## src/sv/gaa_pkg.sv

```systemverilog
// ----------------------------------------------------------------------------
// Glide altitude accumulator package
// Shared types, register indexes, action codes and constants.
// ----------------------------------------------------------------------------
package gaa_pkg;

   localparam int ACTION_W    = 2;
   localparam int CSR_INDEX_W = 2;
   localparam int CSR_DATA_W  = 16;
   localparam int RATIO_W     = 16;
   localparam int BANK_W      = 2;
   localparam int DIST_W      = 32;

   // Register indexes of the configuration port.
   localparam logic [CSR_INDEX_W-1:0] REG_GLIDE_RATIO = 2'd0;
   localparam logic [CSR_INDEX_W-1:0] REG_BANK_SEL    = 2'd1;

   localparam logic [RATIO_W-1:0] GLIDE_RATIO_RESET = 16'd4352;
   localparam logic [BANK_W-1:0]  BANK_SEL_RESET    = 2'd0;

   // Action codes.
   localparam logic [ACTION_W-1:0] ACT_START    = 2'd0;
   localparam logic [ACTION_W-1:0] ACT_TURN     = 2'd1;
   localparam logic [ACTION_W-1:0] ACT_STRAIGHT = 2'd2;

   // Bank angle codes.
   localparam logic [BANK_W-1:0] BANK_20 = 2'd0;
   localparam logic [BANK_W-1:0] BANK_30 = 2'd1;

   // Cosines in unsigned Q0.16, and one in the same scale for straight flight.
   localparam logic [31:0] COS20_Q16 = 32'd61583;
   localparam logic [31:0] COS30_Q16 = 32'd56756;
   localparam logic [31:0] COS45_Q16 = 32'd46341;
   localparam logic [31:0] ONE_Q16   = 32'h0001_0000;

   // Iteration counts of the shared compare-subtract unit.
   localparam int SQRT_STEPS = 32;
   localparam int DIV_STEPS  = 56;
   localparam int CNT_W      = 6;

   typedef enum logic [3:0] {
      S_IDLE,
      S_DIFF,
      S_MULX,
      S_MULY,
      S_MULR,
      S_SUM,
      S_SQRT,
      S_DIVI,
      S_DIV,
      S_ALT,
      S_DONE
   } state_type;

   // Operand selection for the shared units.
   typedef struct packed {
      logic mul_sel_x;
      logic mul_sel_y;
      logic mul_sel_ratio;
      logic sub_sel_sqrt;
   } unit_ctrl_type;

endpackage

```

## src/sv/gaa_channels_if.sv

```systemverilog
// ----------------------------------------------------------------------------
// Glide altitude accumulator channels
// Valid/ready interfaces for points, results and register writes.
// ----------------------------------------------------------------------------
interface gaa_req_if #(parameter int COORD_WIDTH = 32);
   import gaa_pkg::*;
   logic                          valid;
   logic                          ready;
   logic [ACTION_W-1:0]           action;
   logic signed [COORD_WIDTH-1:0] point_x;
   logic signed [COORD_WIDTH-1:0] point_y;
   logic signed [COORD_WIDTH-1:0] entry_altitude;
   modport source (output valid, action, point_x, point_y, entry_altitude, input ready);
   modport sink   (input valid, action, point_x, point_y, entry_altitude, output ready);
endinterface

interface gaa_rsp_if #(parameter int COORD_WIDTH = 32);
   import gaa_pkg::*;
   logic                          valid;
   logic                          ready;
   logic signed [COORD_WIDTH-1:0] altitude;
   logic [DIST_W-1:0]             distance_step;
   modport source (output valid, altitude, distance_step, input ready);
   modport sink   (input valid, altitude, distance_step, output ready);
endinterface

interface gaa_csr_if;
   import gaa_pkg::*;
   logic                   valid;
   logic                   ready;
   logic [CSR_INDEX_W-1:0] index;
   logic [CSR_DATA_W-1:0]  data;
   modport source (output valid, index, data, input ready);
   modport sink   (input valid, index, data, output ready);
endinterface

```

## src/sv/gaa_mult.sv

```systemverilog
// ----------------------------------------------------------------------------
// Shared multiplier
// Unsigned 32 by 32 multiplier with a registered product.
// ----------------------------------------------------------------------------
module gaa_mult (
   input  logic        clock,
   input  logic [31:0] op_a,
   input  logic [31:0] op_b,
   output logic [63:0] product
);
   logic [63:0] product_ff;
   logic [63:0] product_in;

   assign product_in = 64'(op_a) * 64'(op_b);

   always_ff @(posedge clock) begin
      product_ff <= product_in;
   end

   assign product = product_ff;
endmodule

```

## src/sv/gaa_cmpsub.sv

```systemverilog
// ----------------------------------------------------------------------------
// Shared compare-subtract unit
// One 64-bit subtraction that yields the difference and a no-borrow flag.
// ----------------------------------------------------------------------------
module gaa_cmpsub (
   input  logic [63:0] op_a,
   input  logic [63:0] op_b,
   output logic        a_ge_b,
   output logic [63:0] diff
);
   logic [64:0] wide;

   assign wide   = {1'b0, op_a} - {1'b0, op_b};
   assign a_ge_b = ~wide[64];
   assign diff   = wide[63:0];
endmodule

```

## src/sv/glide_altitude_accumulator.sv

```systemverilog
// ----------------------------------------------------------------------------
// Glide altitude accumulator
// Measures the horizontal step between trajectory points and lowers the
// altitude by the step divided by the (bank-scaled) glide ratio.
// ----------------------------------------------------------------------------
// Usage: points arrive on req_chan, one result per point leaves on rsp_chan,
// and csr_chan writes the glide ratio (index 0) and bank angle (index 1).
// Register writes are always taken and should be made while the block idles.
// A start point or an unknown action goes straight from idle to the output
// state, which loads its result. A turn or straight point steps through
// difference, the multiplier steps for x, y and the ratio, sum, the root
// steps (SQRT_STEPS), division setup, the division steps (DIV_STEPS),
// altitude and output. A saturated distance skips the root; a zero ratio
// skips the division. req_chan.ready is high only while no point is in
// progress, so the block takes the next point only once a result is loaded.
// The result sits in an output register, so the next point may be taken
// while it waits; that point then holds in its last cycle until the
// receiver takes the earlier result. Reset clears the previous point, the
// altitude, both registers to their defaults and any pending result.
// ----------------------------------------------------------------------------
module glide_altitude_accumulator #(
   parameter int COORD_WIDTH = 32
) (
   input  logic       clock,
   input  logic       reset,
   gaa_req_if.sink    req_chan,
   gaa_rsp_if.source  rsp_chan,
   gaa_csr_if.sink    csr_chan
);
   import gaa_pkg::*;

   localparam int ALT_W = 66;
   localparam logic signed [ALT_W-1:0] ALT_HI = (ALT_W'(1) <<< (COORD_WIDTH - 1)) - ALT_W'(1);
   localparam logic signed [ALT_W-1:0] ALT_LO = -ALT_HI - ALT_W'(1);

   state_type state_ff, state_in;
   unit_ctrl_type ctrl;

   logic [RATIO_W-1:0]     glide_ratio_ff, glide_ratio_in;
   logic [BANK_W-1:0]      bank_sel_ff, bank_sel_in;
   logic [COORD_WIDTH-1:0] prev_x_ff, prev_x_in;
   logic [COORD_WIDTH-1:0] prev_y_ff, prev_y_in;
   logic [COORD_WIDTH-1:0] cur_alt_ff, cur_alt_in;
   logic                   rsp_valid_ff, rsp_valid_in;

   logic [COORD_WIDTH-1:0] pt_x_ff, pt_x_in;
   logic [COORD_WIDTH-1:0] pt_y_ff, pt_y_in;
   logic                   turn_ff, turn_in;
   logic [31:0]            ax_ff, ax_in;
   logic [31:0]            ay_ff, ay_in;
   logic                   big_ff, big_in;
   logic [64:0]            sum_ff, sum_in;
   logic [31:0]            ratio_ff, ratio_in;
   logic [63:0]            rem_ff, rem_in;
   logic [63:0]            root_ff, root_in;
   logic [63:0]            bit_ff, bit_in;
   logic [CNT_W-1:0]       cnt_ff, cnt_in;
   logic [DIST_W-1:0]      dist_ff, dist_in;
   logic [31:0]            drem_ff, drem_in;
   logic [55:0]            dq_ff, dq_in;
   logic [COORD_WIDTH-1:0] rsp_alt_ff, rsp_alt_in;
   logic [DIST_W-1:0]      rsp_dist_ff, rsp_dist_in;

   logic req_fire, csr_fire, rsp_free;
   logic [31:0] mul_a, mul_b, cos_val;
   logic [63:0] mul_q;
   logic [63:0] sub_a, sub_b, sub_diff;
   logic        sub_ge;

   logic [COORD_WIDTH:0]   dx, dy, nx, ny;
   logic [63:0]            magx, magy;
   logic [57:0]            drop;
   logic signed [ALT_W-1:0] alt_wide;
   logic [COORD_WIDTH-1:0] alt_sat;

   assign req_chan.ready = (state_ff == S_IDLE);
   assign csr_chan.ready = 1'b1;
   assign req_fire = req_chan.valid && req_chan.ready;
   assign csr_fire = csr_chan.valid && csr_chan.ready;
   assign rsp_free = !rsp_valid_ff || rsp_chan.ready;

   assign rsp_chan.valid         = rsp_valid_ff;
   assign rsp_chan.altitude      = rsp_alt_ff;
   assign rsp_chan.distance_step = rsp_dist_ff;

   // Next state.
   always_comb begin
      state_in = state_ff;
      unique case (state_ff)
         S_IDLE: begin
            if (req_fire) begin
               case (req_chan.action) inside
                  ACT_TURN, ACT_STRAIGHT: state_in = S_DIFF;
                  default:                state_in = S_DONE;
               endcase
            end
         end
         S_DIFF: state_in = S_MULX;
         S_MULX: state_in = S_MULY;
         S_MULY: state_in = S_MULR;
         S_MULR: state_in = S_SUM;
         S_SUM:  state_in = (big_ff || sum_ff[64]) ? S_DIVI : S_SQRT;
         S_SQRT: state_in = (cnt_ff == CNT_W'(1)) ? S_DIVI : S_SQRT;
         S_DIVI: state_in = (ratio_ff == '0) ? S_ALT : S_DIV;
         S_DIV:  state_in = (cnt_ff == CNT_W'(1)) ? S_ALT : S_DIV;
         S_ALT:  state_in = S_DONE;
         S_DONE: state_in = rsp_free ? S_IDLE : S_DONE;
         default: state_in = S_IDLE;
      endcase
   end

   // Operand selection for the shared units.
   always_comb begin
      ctrl = '0;
      unique case (state_ff)
         S_MULX:  ctrl.mul_sel_x = 1'b1;
         S_MULY:  ctrl.mul_sel_y = 1'b1;
         S_MULR:  ctrl.mul_sel_ratio = 1'b1;
         S_SQRT:  ctrl.sub_sel_sqrt = 1'b1;
         default: ctrl = '0;
      endcase
   end

   always_comb begin
      case (bank_sel_ff)
         BANK_20: cos_val = COS20_Q16;
         BANK_30: cos_val = COS30_Q16;
         default: cos_val = COS45_Q16;
      endcase
   end

   always_comb begin
      if (ctrl.mul_sel_ratio) begin
         mul_a = 32'(glide_ratio_ff);
         mul_b = turn_ff ? cos_val : ONE_Q16;
      end else if (ctrl.mul_sel_y) begin
         mul_a = ay_ff;
         mul_b = ay_ff;
      end else if (ctrl.mul_sel_x) begin
         mul_a = ax_ff;
         mul_b = ax_ff;
      end else begin
         mul_a = '0;
         mul_b = '0;
      end
   end

   // The root never overlaps the trial bit, so an OR forms root + bit.
   always_comb begin
      if (ctrl.sub_sel_sqrt) begin
         sub_a = rem_ff;
         sub_b = root_ff | bit_ff;
      end else begin
         sub_a = {31'b0, drem_ff, dq_ff[55]};
         sub_b = {32'b0, ratio_ff};
      end
   end

   gaa_mult u_gaa_mult (
      .clock   (clock),
      .op_a    (mul_a),
      .op_b    (mul_b),
      .product (mul_q)
   );

   gaa_cmpsub u_gaa_cmpsub (
      .op_a   (sub_a),
      .op_b   (sub_b),
      .a_ge_b (sub_ge),
      .diff   (sub_diff)
   );

   // Absolute coordinate differences; anything of 2^32 or more saturates.
   assign dx   = {pt_x_ff[COORD_WIDTH-1], pt_x_ff} - {prev_x_ff[COORD_WIDTH-1], prev_x_ff};
   assign dy   = {pt_y_ff[COORD_WIDTH-1], pt_y_ff} - {prev_y_ff[COORD_WIDTH-1], prev_y_ff};
   assign nx   = dx[COORD_WIDTH] ? (~dx + 1'b1) : dx;
   assign ny   = dy[COORD_WIDTH] ? (~dy + 1'b1) : dy;
   assign magx = 64'(nx[COORD_WIDTH-1:0]);
   assign magy = 64'(ny[COORD_WIDTH-1:0]);

   // A zero ratio drops the altitude by more than any range can hold.
   assign drop     = (ratio_ff == '0) ? (58'(1) << 57) : {2'b0, dq_ff};
   assign alt_wide = $signed({{(ALT_W - COORD_WIDTH){cur_alt_ff[COORD_WIDTH-1]}}, cur_alt_ff})
                   - $signed({8'b0, drop});

   always_comb begin
      if (alt_wide > ALT_HI) begin
         alt_sat = ALT_HI[COORD_WIDTH-1:0];
      end else if (alt_wide < ALT_LO) begin
         alt_sat = ALT_LO[COORD_WIDTH-1:0];
      end else begin
         alt_sat = alt_wide[COORD_WIDTH-1:0];
      end
   end

   // Datapath next values.
   always_comb begin
      glide_ratio_in = glide_ratio_ff;
      bank_sel_in    = bank_sel_ff;
      prev_x_in      = prev_x_ff;
      prev_y_in      = prev_y_ff;
      cur_alt_in     = cur_alt_ff;
      pt_x_in        = pt_x_ff;
      pt_y_in        = pt_y_ff;
      turn_in        = turn_ff;
      ax_in          = ax_ff;
      ay_in          = ay_ff;
      big_in         = big_ff;
      sum_in         = sum_ff;
      ratio_in       = ratio_ff;
      rem_in         = rem_ff;
      root_in        = root_ff;
      bit_in         = bit_ff;
      cnt_in         = cnt_ff;
      dist_in        = dist_ff;
      drem_in        = drem_ff;
      dq_in          = dq_ff;
      rsp_alt_in     = rsp_alt_ff;
      rsp_dist_in    = rsp_dist_ff;
      rsp_valid_in   = rsp_valid_ff && !rsp_chan.ready;

      if (csr_fire) begin
         unique case (csr_chan.index)
            REG_GLIDE_RATIO: glide_ratio_in = csr_chan.data[RATIO_W-1:0];
            REG_BANK_SEL:    bank_sel_in    = csr_chan.data[BANK_W-1:0];
            default:         glide_ratio_in = glide_ratio_ff;
         endcase
      end

      unique case (state_ff)
         S_IDLE: begin
            if (req_fire) begin
               dist_in = '0;
               pt_x_in = req_chan.point_x;
               pt_y_in = req_chan.point_y;
               turn_in = (req_chan.action == ACT_TURN);
               if (req_chan.action == ACT_START) begin
                  prev_x_in  = req_chan.point_x;
                  prev_y_in  = req_chan.point_y;
                  cur_alt_in = req_chan.entry_altitude;
               end
            end
         end
         S_DIFF: begin
            ax_in  = magx[31:0];
            ay_in  = magy[31:0];
            big_in = (magx[63:32] != '0) || (magy[63:32] != '0);
         end
         S_MULY: sum_in = {1'b0, mul_q};
         S_MULR: sum_in = sum_ff + {1'b0, mul_q};
         S_SUM: begin
            ratio_in = mul_q[31:0];
            dist_in  = '1;
            rem_in   = sum_ff[63:0];
            root_in  = '0;
            bit_in   = 64'(1) << 62;
            cnt_in   = CNT_W'(SQRT_STEPS);
         end
         S_SQRT: begin
            if (sub_ge) begin
               rem_in  = sub_diff;
               root_in = (root_ff >> 1) | bit_ff;
            end else begin
               root_in = root_ff >> 1;
            end
            bit_in  = bit_ff >> 2;
            cnt_in  = cnt_ff - 1'b1;
            dist_in = root_in[DIST_W-1:0];
         end
         S_DIVI: begin
            dq_in   = {dist_ff, 24'b0};
            drem_in = '0;
            cnt_in  = CNT_W'(DIV_STEPS);
         end
         S_DIV: begin
            drem_in = sub_ge ? sub_diff[31:0] : sub_a[31:0];
            dq_in   = {dq_ff[54:0], sub_ge};
            cnt_in  = cnt_ff - 1'b1;
         end
         S_ALT: begin
            cur_alt_in = alt_sat;
            prev_x_in  = pt_x_ff;
            prev_y_in  = pt_y_ff;
         end
         S_DONE: begin
            if (rsp_free) begin
               rsp_valid_in = 1'b1;
               rsp_alt_in   = cur_alt_ff;
               rsp_dist_in  = dist_ff;
            end
         end
         default: cnt_in = cnt_ff;
      endcase
   end

   always_ff @(posedge clock) begin
      if (reset) begin
         state_ff       <= S_IDLE;
         glide_ratio_ff <= GLIDE_RATIO_RESET;
         bank_sel_ff    <= BANK_SEL_RESET;
         prev_x_ff      <= '0;
         prev_y_ff      <= '0;
         cur_alt_ff     <= '0;
         rsp_valid_ff   <= 1'b0;
      end else begin
         state_ff       <= state_in;
         glide_ratio_ff <= glide_ratio_in;
         bank_sel_ff    <= bank_sel_in;
         prev_x_ff      <= prev_x_in;
         prev_y_ff      <= prev_y_in;
         cur_alt_ff     <= cur_alt_in;
         rsp_valid_ff   <= rsp_valid_in;
      end
   end

   always_ff @(posedge clock) begin
      pt_x_ff     <= pt_x_in;
      pt_y_ff     <= pt_y_in;
      turn_ff     <= turn_in;
      ax_ff       <= ax_in;
      ay_ff       <= ay_in;
      big_ff      <= big_in;
      sum_ff      <= sum_in;
      ratio_ff    <= ratio_in;
      rem_ff      <= rem_in;
      root_ff     <= root_in;
      bit_ff      <= bit_in;
      cnt_ff      <= cnt_in;
      dist_ff     <= dist_in;
      drem_ff     <= drem_in;
      dq_ff       <= dq_in;
      rsp_alt_ff  <= rsp_alt_in;
      rsp_dist_ff <= rsp_dist_in;
   end
endmodule

```

## src/flat_wrapper.sv

```systemverilog
// flat-port wrapper written by rule: the top's interface ports become plain ports
module glide_altitude_accumulator_flat import gaa_pkg::*;
#(
   parameter int COORD_WIDTH = 32
)
  (clock, reset, req_chan_valid, req_chan_action, req_chan_point_x, req_chan_point_y, req_chan_entry_altitude, req_chan_ready, rsp_chan_valid, rsp_chan_altitude, rsp_chan_distance_step, rsp_chan_ready, csr_chan_valid, csr_chan_index, csr_chan_data, csr_chan_ready);
  gaa_req_if #(.COORD_WIDTH(COORD_WIDTH)) req_chan_i ();
  gaa_rsp_if #(.COORD_WIDTH(COORD_WIDTH)) rsp_chan_i ();
  gaa_csr_if csr_chan_i ();
  input  logic clock;
  input  logic reset;
  input wire logic [$bits(req_chan_i.valid)-1:0] req_chan_valid;
  input wire logic [$bits(req_chan_i.action)-1:0] req_chan_action;
  input wire logic [$bits(req_chan_i.point_x)-1:0] req_chan_point_x;
  input wire logic [$bits(req_chan_i.point_y)-1:0] req_chan_point_y;
  input wire logic [$bits(req_chan_i.entry_altitude)-1:0] req_chan_entry_altitude;
  output wire logic [$bits(req_chan_i.ready)-1:0] req_chan_ready;
  output wire logic [$bits(rsp_chan_i.valid)-1:0] rsp_chan_valid;
  output wire logic [$bits(rsp_chan_i.altitude)-1:0] rsp_chan_altitude;
  output wire logic [$bits(rsp_chan_i.distance_step)-1:0] rsp_chan_distance_step;
  input wire logic [$bits(rsp_chan_i.ready)-1:0] rsp_chan_ready;
  input wire logic [$bits(csr_chan_i.valid)-1:0] csr_chan_valid;
  input wire logic [$bits(csr_chan_i.index)-1:0] csr_chan_index;
  input wire logic [$bits(csr_chan_i.data)-1:0] csr_chan_data;
  output wire logic [$bits(csr_chan_i.ready)-1:0] csr_chan_ready;
  assign req_chan_i.valid = req_chan_valid;
  assign req_chan_i.action = req_chan_action;
  assign req_chan_i.point_x = req_chan_point_x;
  assign req_chan_i.point_y = req_chan_point_y;
  assign req_chan_i.entry_altitude = req_chan_entry_altitude;
  assign req_chan_ready = req_chan_i.ready;
  assign rsp_chan_valid = rsp_chan_i.valid;
  assign rsp_chan_altitude = rsp_chan_i.altitude;
  assign rsp_chan_distance_step = rsp_chan_i.distance_step;
  assign rsp_chan_i.ready = rsp_chan_ready;
  assign csr_chan_i.valid = csr_chan_valid;
  assign csr_chan_i.index = csr_chan_index;
  assign csr_chan_i.data = csr_chan_data;
  assign csr_chan_ready = csr_chan_i.ready;
  glide_altitude_accumulator #(.COORD_WIDTH(COORD_WIDTH)) u_core (.clock(clock), .reset(reset), .req_chan(req_chan_i), .rsp_chan(rsp_chan_i), .csr_chan(csr_chan_i));
endmodule
```

## config.mk

```make
export PLATFORM = sky130hd
export DESIGN_NAME = glide_altitude_accumulator_flat
export DESIGN_NICKNAME = d
export VERILOG_FILES = /design/src/sv/gaa_pkg.sv /design/src/sv/gaa_channels_if.sv /design/src/sv/gaa_mult.sv /design/src/sv/gaa_cmpsub.sv /design/src/sv/glide_altitude_accumulator.sv /design/src/flat_wrapper.sv
export SDC_FILE = /design/constraint.sdc
export NUM_CORES = 2
export LEC_CHECK = 0
export ABC_AREA = 1
export ABC_CLOCK_PERIOD_IN_PS = 21700
export BUFFER_PORTS_ARGS = -buffer_cell sky130_fd_sc_hd__buf_2
export CORE_ASPECT_RATIO = 1.2
export CORE_MARGIN = 10
export CORE_UTILIZATION = 55
export DETAILED_ROUTE_END_ITERATION = 10
export GPL_TIMING_DRIVEN = 0
export MAX_ROUTING_LAYER = met4
export PLACE_DENSITY_LB_ADDON = 0.25
export SLEW_MARGIN = 20
export SYNTH_ARGS = -nofsm -noshare
export SYNTH_HDL_FRONTEND = slang
export SYNTH_HIERARCHICAL = 1
export SYNTH_SLANG_ARGS = --single-unit
```

## constraint.sdc

```tcl
create_clock -name clock -period 21.7 [get_ports clock]
set_clock_uncertainty 0.1 [all_clocks]
set_input_delay 4.34 -clock clock [delete_from_list [all_inputs] [get_ports clock]]
set_output_delay 4.34 -clock clock [all_outputs]
set_load 0.01 [all_outputs]
```

; ---- After elaboration in Yosys (flattened, before gate mapping)
; Cells that the tools add are included.
[word_totals]
regBits = 791
input_bits = 121
wordCells = 131
[classes]
n_addsub = 8
n_mul = 1
magnitude_cmp = 2
n_eq_ne = 18
muxes = 48
n_bitwise = 5
reduce_logical = 25
[op_table]
columns = operator, n
row1 = $mux W32, 16
row2 = $pmux W64 S2, 3
row3 = $mux W64, 4
row4 = $pmux W32 S2, 4
row5 = $pmux W65 S2, 1
row6 = $pmux W56 S2, 1
row7 = $pmux W32 S3, 1
row8 = $gt A66 B32 Y1 const B, 1
row9 = $lt A66 B32 Y1 const B, 1
row10 = $sub A32 B32 Y33, 2
row11 = $add A65 B64 Y65, 1
row12 = $sub A64 B64 Y65, 1
row13 = $add A32 B1 Y32 const B, 2
row14 = $mul A32 B32 Y64, 1
row15 = $not A32 Y32, 2
row16 = $or A63 B64 Y64, 1
row17 = $or A64 B64 Y64, 1
row18 = $sub A32 B59 Y60, 1
row19 = $mux W58, 1
row20 = $pmux W4 S11, 1
row21 = $logic_not A32 Y1, 1
row22 = $pmux W15 S2, 1
row23 = $pmux W6 S3, 1
row24 = $mux W17, 1
row25 = other kinds (22), 57

; ---- Logic depth before layout (Yosys ltp)
[depth]
depth_word = 7
ltp_mapped = 41
depth_no_buf = 39

; ---- Cells and area by module
; The synthesis kept the hierarchy.
[modules_own_cells]
columns = module, n_inst, cells_per_inst, area_per_inst_um2
row1 = glide_altitude_accumulator, 1, 5926, 44660.3
row2 = gaa_mult, 1, 5085, 37641.1
row3 = gaa_cmpsub, 1, 1364, 6339.8

; ---- Worst setup path after synthesis
; OpenSTA, ideal clock, no wires.
[synth_path]
kind = input -> register
startpoint = input port rsp_chan_ready
endpoint = register u_core.rsp_alt_ff[0] (netlist: u_core/rsp_chan.altitude[0]), enable pin
setup_time_ns = 0.507
t_arrival_ns = 7.512
setup_slack_ns = 13.581
path_stages = 2
cell_sequence = inv_1 -> a21oi_1
[synth_via]
elab_chain_len = 2
[synth_rtl]
columns = element, line_no
row1 = "start, declared", flat_wrapper.sv:21  ; input wire logic [$bits(rsp_chan_i.ready)-1:0] rsp_chan_ready;
row2 = $logic_or A1 B1 Y1, glide_altitude_accumulator.sv:80  ; assign rsp_free = !rsp_valid_ff || rsp_chan.ready;
row3 = $reduce_and A2 Y1 (no line), -
row4 = "end signal, assigned", glide_altitude_accumulator.sv:332  ; rsp_alt_ff <= rsp_alt_in;
row5 = "end, declared", glide_altitude_accumulator.sv:61  ; logic [COORD_WIDTH-1:0] rsp_alt_ff, rsp_alt_in;
; Every way passes these cells.
; A chain may end at the register's enable or synchronous reset.

; ---- Final worst setup path
[layout_path]
startpoint = register u_core.state_ff[2]
endpoint = register u_core.u_gaa_mult.product_ff[58] (netlist: u_core/u_gaa_mult/product[58])
[layout_via]
elab_chain_len = 6
word_cells_on_any_way = 11
cone_classes = mul: 1 / eq/ne: 3 / mux: 7
[layout_rtl]
columns = element, line_no
row1 = "start, declared", glide_altitude_accumulator.sv:36  ; state_type state_ff, state_in;
row2 = "start signal, assigned", glide_altitude_accumulator.sv:306  ; state_ff <= state_in;
row3 = $eq A4 B2 Y1, glide_altitude_accumulator.sv:115  ; unique case (state_ff)
row4 = $mux W1, glide_altitude_accumulator.sv:115
row5 = $mux W32, glide_altitude_accumulator.sv:139  ; end else if (ctrl.mul_sel_x) begin
row6 = $mux W32, glide_altitude_accumulator.sv:136  ; end else if (ctrl.mul_sel_y) begin
row7 = $mux W32 (*), glide_altitude_accumulator.sv:133  ; if (ctrl.mul_sel_ratio) begin
row8 = net u_core.mul_a[16], glide_altitude_accumulator.sv:65  ; logic [31:0] mul_a, mul_b, cos_val;
row9 = $mul A32 B32 Y64 (*), gaa_mult.sv:14  ; assign product_in = 64'(op_a) * 64'(op_b);
row10 = net u_core.u_gaa_mult.product_in[58], gaa_mult.sv:12  ; logic [63:0] product_in;
row11 = "end signal, assigned", gaa_mult.sv:17  ; product_ff <= product_in;
row12 = "end, declared", gaa_mult.sv:11  ; logic [63:0] product_ff;
; Mark *: on every way through the listed nets, which the timed path passes. The rest lies on a longest branch.

==> flow_summary.toml <==
[detailed_routing]
via_count = 81480
drt_pass1_iterations = 9
drt_iter0_drc = 8125
ant_nets = 0
via_per_inst = 5.487
routedWlPerCell_microns = 22.43
wl_mm = 333.1
drcViolationCount = 0

[cells_and_area]
layout_common_cells = "3928 x nand2_1, 3064 x inv_1, 901 x fa_1"
nets = 14200
stdcell_count = 14850
drive_gt1_frac = 0.05517
area_growth_pct = 7.649
fillerInstances = 15120
final_common_cell = "nand2_1"
final_core_util = 0.5951

[global_route]
grt.overflow.total = 0
grt_pass1_vias = 81620
antenna_found_initial = 11
grt_usage = 0.3779
grt_max_degree = 65
grt_pass1_wl_mm = 494.5

[place]
post-place-cells = 14700
place.gp.congestion = 1.070
post-dp-hpwl_mm = 274.2
port_buffers = 186

[job]
maxCapViolCount = 0

[setup_path]
crit_path_start_kind = "flop"
critical_path.max_stage_delay_ns = 1.03
crit_fanout = 10
critical_path_required_ns = 22.16
crit_type = "reg -> reg"
critical-path-top-delay-family = "adder cells"
cp_common_cell = "fa_1"
arrival_ns = 11.78
cp-end-kind = "flop"
crit_buf_inv = 8
crit_slowest_cell = "clkbuf_1"

[sta]
rsz0062_at_grt = "false"
hold_ws_ns = 0.3557
max_freq_ghz = 0.08830
setup-violations-final = 0
slew_headroom = 0.1195
tightest_slew_ns = 1.321
period_share = 0.5219
timing.setup.tns_ns = 0
period_needed_ns = 11.32
slew_violations = 0
hold_violations = 0

[synth]
ys.flop_type = "edfxtp_1"
synth_warnings = 6
synth.avg_cell_area_sq_um = 7.163
synth_top_cell_area_share = 0.2035
synth_area_sq_um = 88640
synthArstFlopShare = 0
synth_fp_nets = 13920
synth_area_leaders = "fa_1 20%, edfxtp_1 19%, nand2_1 17%, inv_1 13%, ha_1 7.4%"
synthCells = 12380
ys_seq_area_frac = 0.2361
synth_top_cell_by_area = "fa_1"
synth_edf_count = 575
ys_ff_latch = 758
synth_cell_type_count = 71

[clock_network]
clk_pin_slew_worst_paths_ns = 0.06
cts_tree = "done"
worstSkewPairLatency_ns = 0.68
cts_resized = 0
clock-sinks = 758
post-cts-setup-buffer-count = 0
cts_buffer_depth = 3
cts_max_level = 3
numCtsBuffers = 82
cts-root-buf = "clkbuf_16"
hold_buffers = 0

[die]
die_area_sq_um = 177700
core_sq_um = 160300
io_pins = 188
dieWidth_microns = 386.5
initial_utilization = 0.5528
die_h_microns = 459.8
rows = 161

[power_and_ir_drop]
swShare = 0.5347
clkPwrFrac = 0.147
irDropWorstVdd_mv = 0.09148
power_frac_seq = 0.223
pwr-share-comb = 0.631
p_leak_uw = 0.05290
switchingPower_uw = 5218
p_per_area_nw_per_um2 = 102.3
p_int_uw = 4541

[outcome]
outcome = "completed"

[worst_hold_path]
hp-class = "reg -> reg"
final timing paths:
check	cells after the start	startpoint	endpoint	slack, ns
hold reg to reg	0	u_core/dist_ff[11]	u_core/rsp_chan.distance_step[11]	0.36
setup reg to reg	32	u_core/state_ff[2]	u_core/u_gaa_mult/product[58]	10.38
hold / removal	0	u_core/dist_ff[11]	u_core/rsp_chan.distance_step[11]	0.36
setup / recovery	32	u_core/state_ff[2]	u_core/u_gaa_mult/product[58]	10.38
logic make-up (layout without fill, tap and decap cells):
logic type | after synthesis | after routing | synth area share
compound gates | 1029 | 1029 | 0.06671
xor+xnor | 211 | 211 | 0.02102
fa+ha+maj | 1422 | 1422 | 0.2770
buf+inv | 3466 | 3815 | 0.1476
flops | 758 | 758 | 0.2361
other cells | 2 | 10 | 0.00008472
simple gates | 5487 | 5487 | 0.2514
state kept, by name, summed over array words and instances (netlist names), 2 cells and up:
name	count
u_core/drem_ff	32
u_core/dist_ff	32
u_core/bit_ff	32
u_core/dq_ff	56
u_core/ratio_ff	32
u_core/sum_ff	65
u_core/glide_ratio_ff	16
u_core/rsp_chan.altitude	32
u_core/rsp_chan.distance_step	32
u_core/cur_alt_ff	32
u_core/u_gaa_mult/product	64
u_core/state_ff	4
u_core/cnt_ff	6
u_core/root_ff	63
u_core/prev_y_ff	32
u_core/prev_x_ff	32
u_core/rem_ff	64
u_core/ax_ff	32
u_core/pt_y_ff	32
u_core/bank_sel_ff	2
u_core/ay_ff	32
u_core/pt_x_ff	32
layer usage:
layer | up-vias | wire [microns] | track usage
met5 | - | 0 | -
met4 | 0 | 26210 | 0.2382
met3 | 1107 | 29810 | 0.07183
met2 | 4232 | 155100 | 0.6153
met1 | 38510 | 122000 | 0.4285
li1 | 37630 | - | -
cell type report:
cell class | count | area (sq um) | area share
Multi-Input combinational cell | 8151 | 54690 | 0.5732
Sequential cell | 758 | 20930 | 0.2194
Inverter | 3106 | 11660 | 0.1222
Tap cell | 2119 | 2651 | 0.02779
Clock buffer | 113 | 2298 | 0.02409
Buffer | 360 | 1480 | 0.01551
Timing Repair Buffer | 202 | 1281 | 0.01343
Clock inverter | 34 | 402.9 | 0.004222
Antenna cell | 8 | 20.02 | 0.0002098
power by group through the flow:
stage,clock network (uW),logic [uW],registers (uW)
2_1_floorplan,0,3800,2130
3_5_place_dp,0,5930,2190
4_1_cts,1450,5980,2160
6_report,1430,6150,2170
5_1_grt,1510,6640,2190
3_3_place_gp,0,5820,2210
cells in the mapped netlist (21+ instances only):
library cell and number:
a21oi_1 401, a31oi_1 103, a32o_1 32, clkbuf_1 329, dfxtp_1 183, edfxtp_1 575, fa_1 901, ha_1 521
inv_1 3066, inv_2 30, nand2_1 3930, nand2_2 60, nand3_1 284, nand3_2 25, nand4_1 90, nor2_1 823
nor2_2 61, nor3_1 67, nor4_1 25, o21ai_0 322, o21bai_1 21, o22ai_1 32, or2_2 62, xnor2_1 53
xor2_1 156
per-stage QoR:
| stage | total power, uW | setup slack (ns) | cell area [sq um] |
|---|---|---|---|
| 2_1_floorplan | 5930 | 13.58 | 88640 |
| 3_3_place_gp | 8028 | 10.54 | 92220 |
| 3_5_place_dp | 8122 | 10.80 | 92690 |
| 4_1_cts | 9598 | 10.80 | 95390 |
| 5_1_grt | 10340 | 10.22 | 95420 |
| 6_report | 9758 | 10.38 | 95420 |
(Power assumes the default switching activity.)
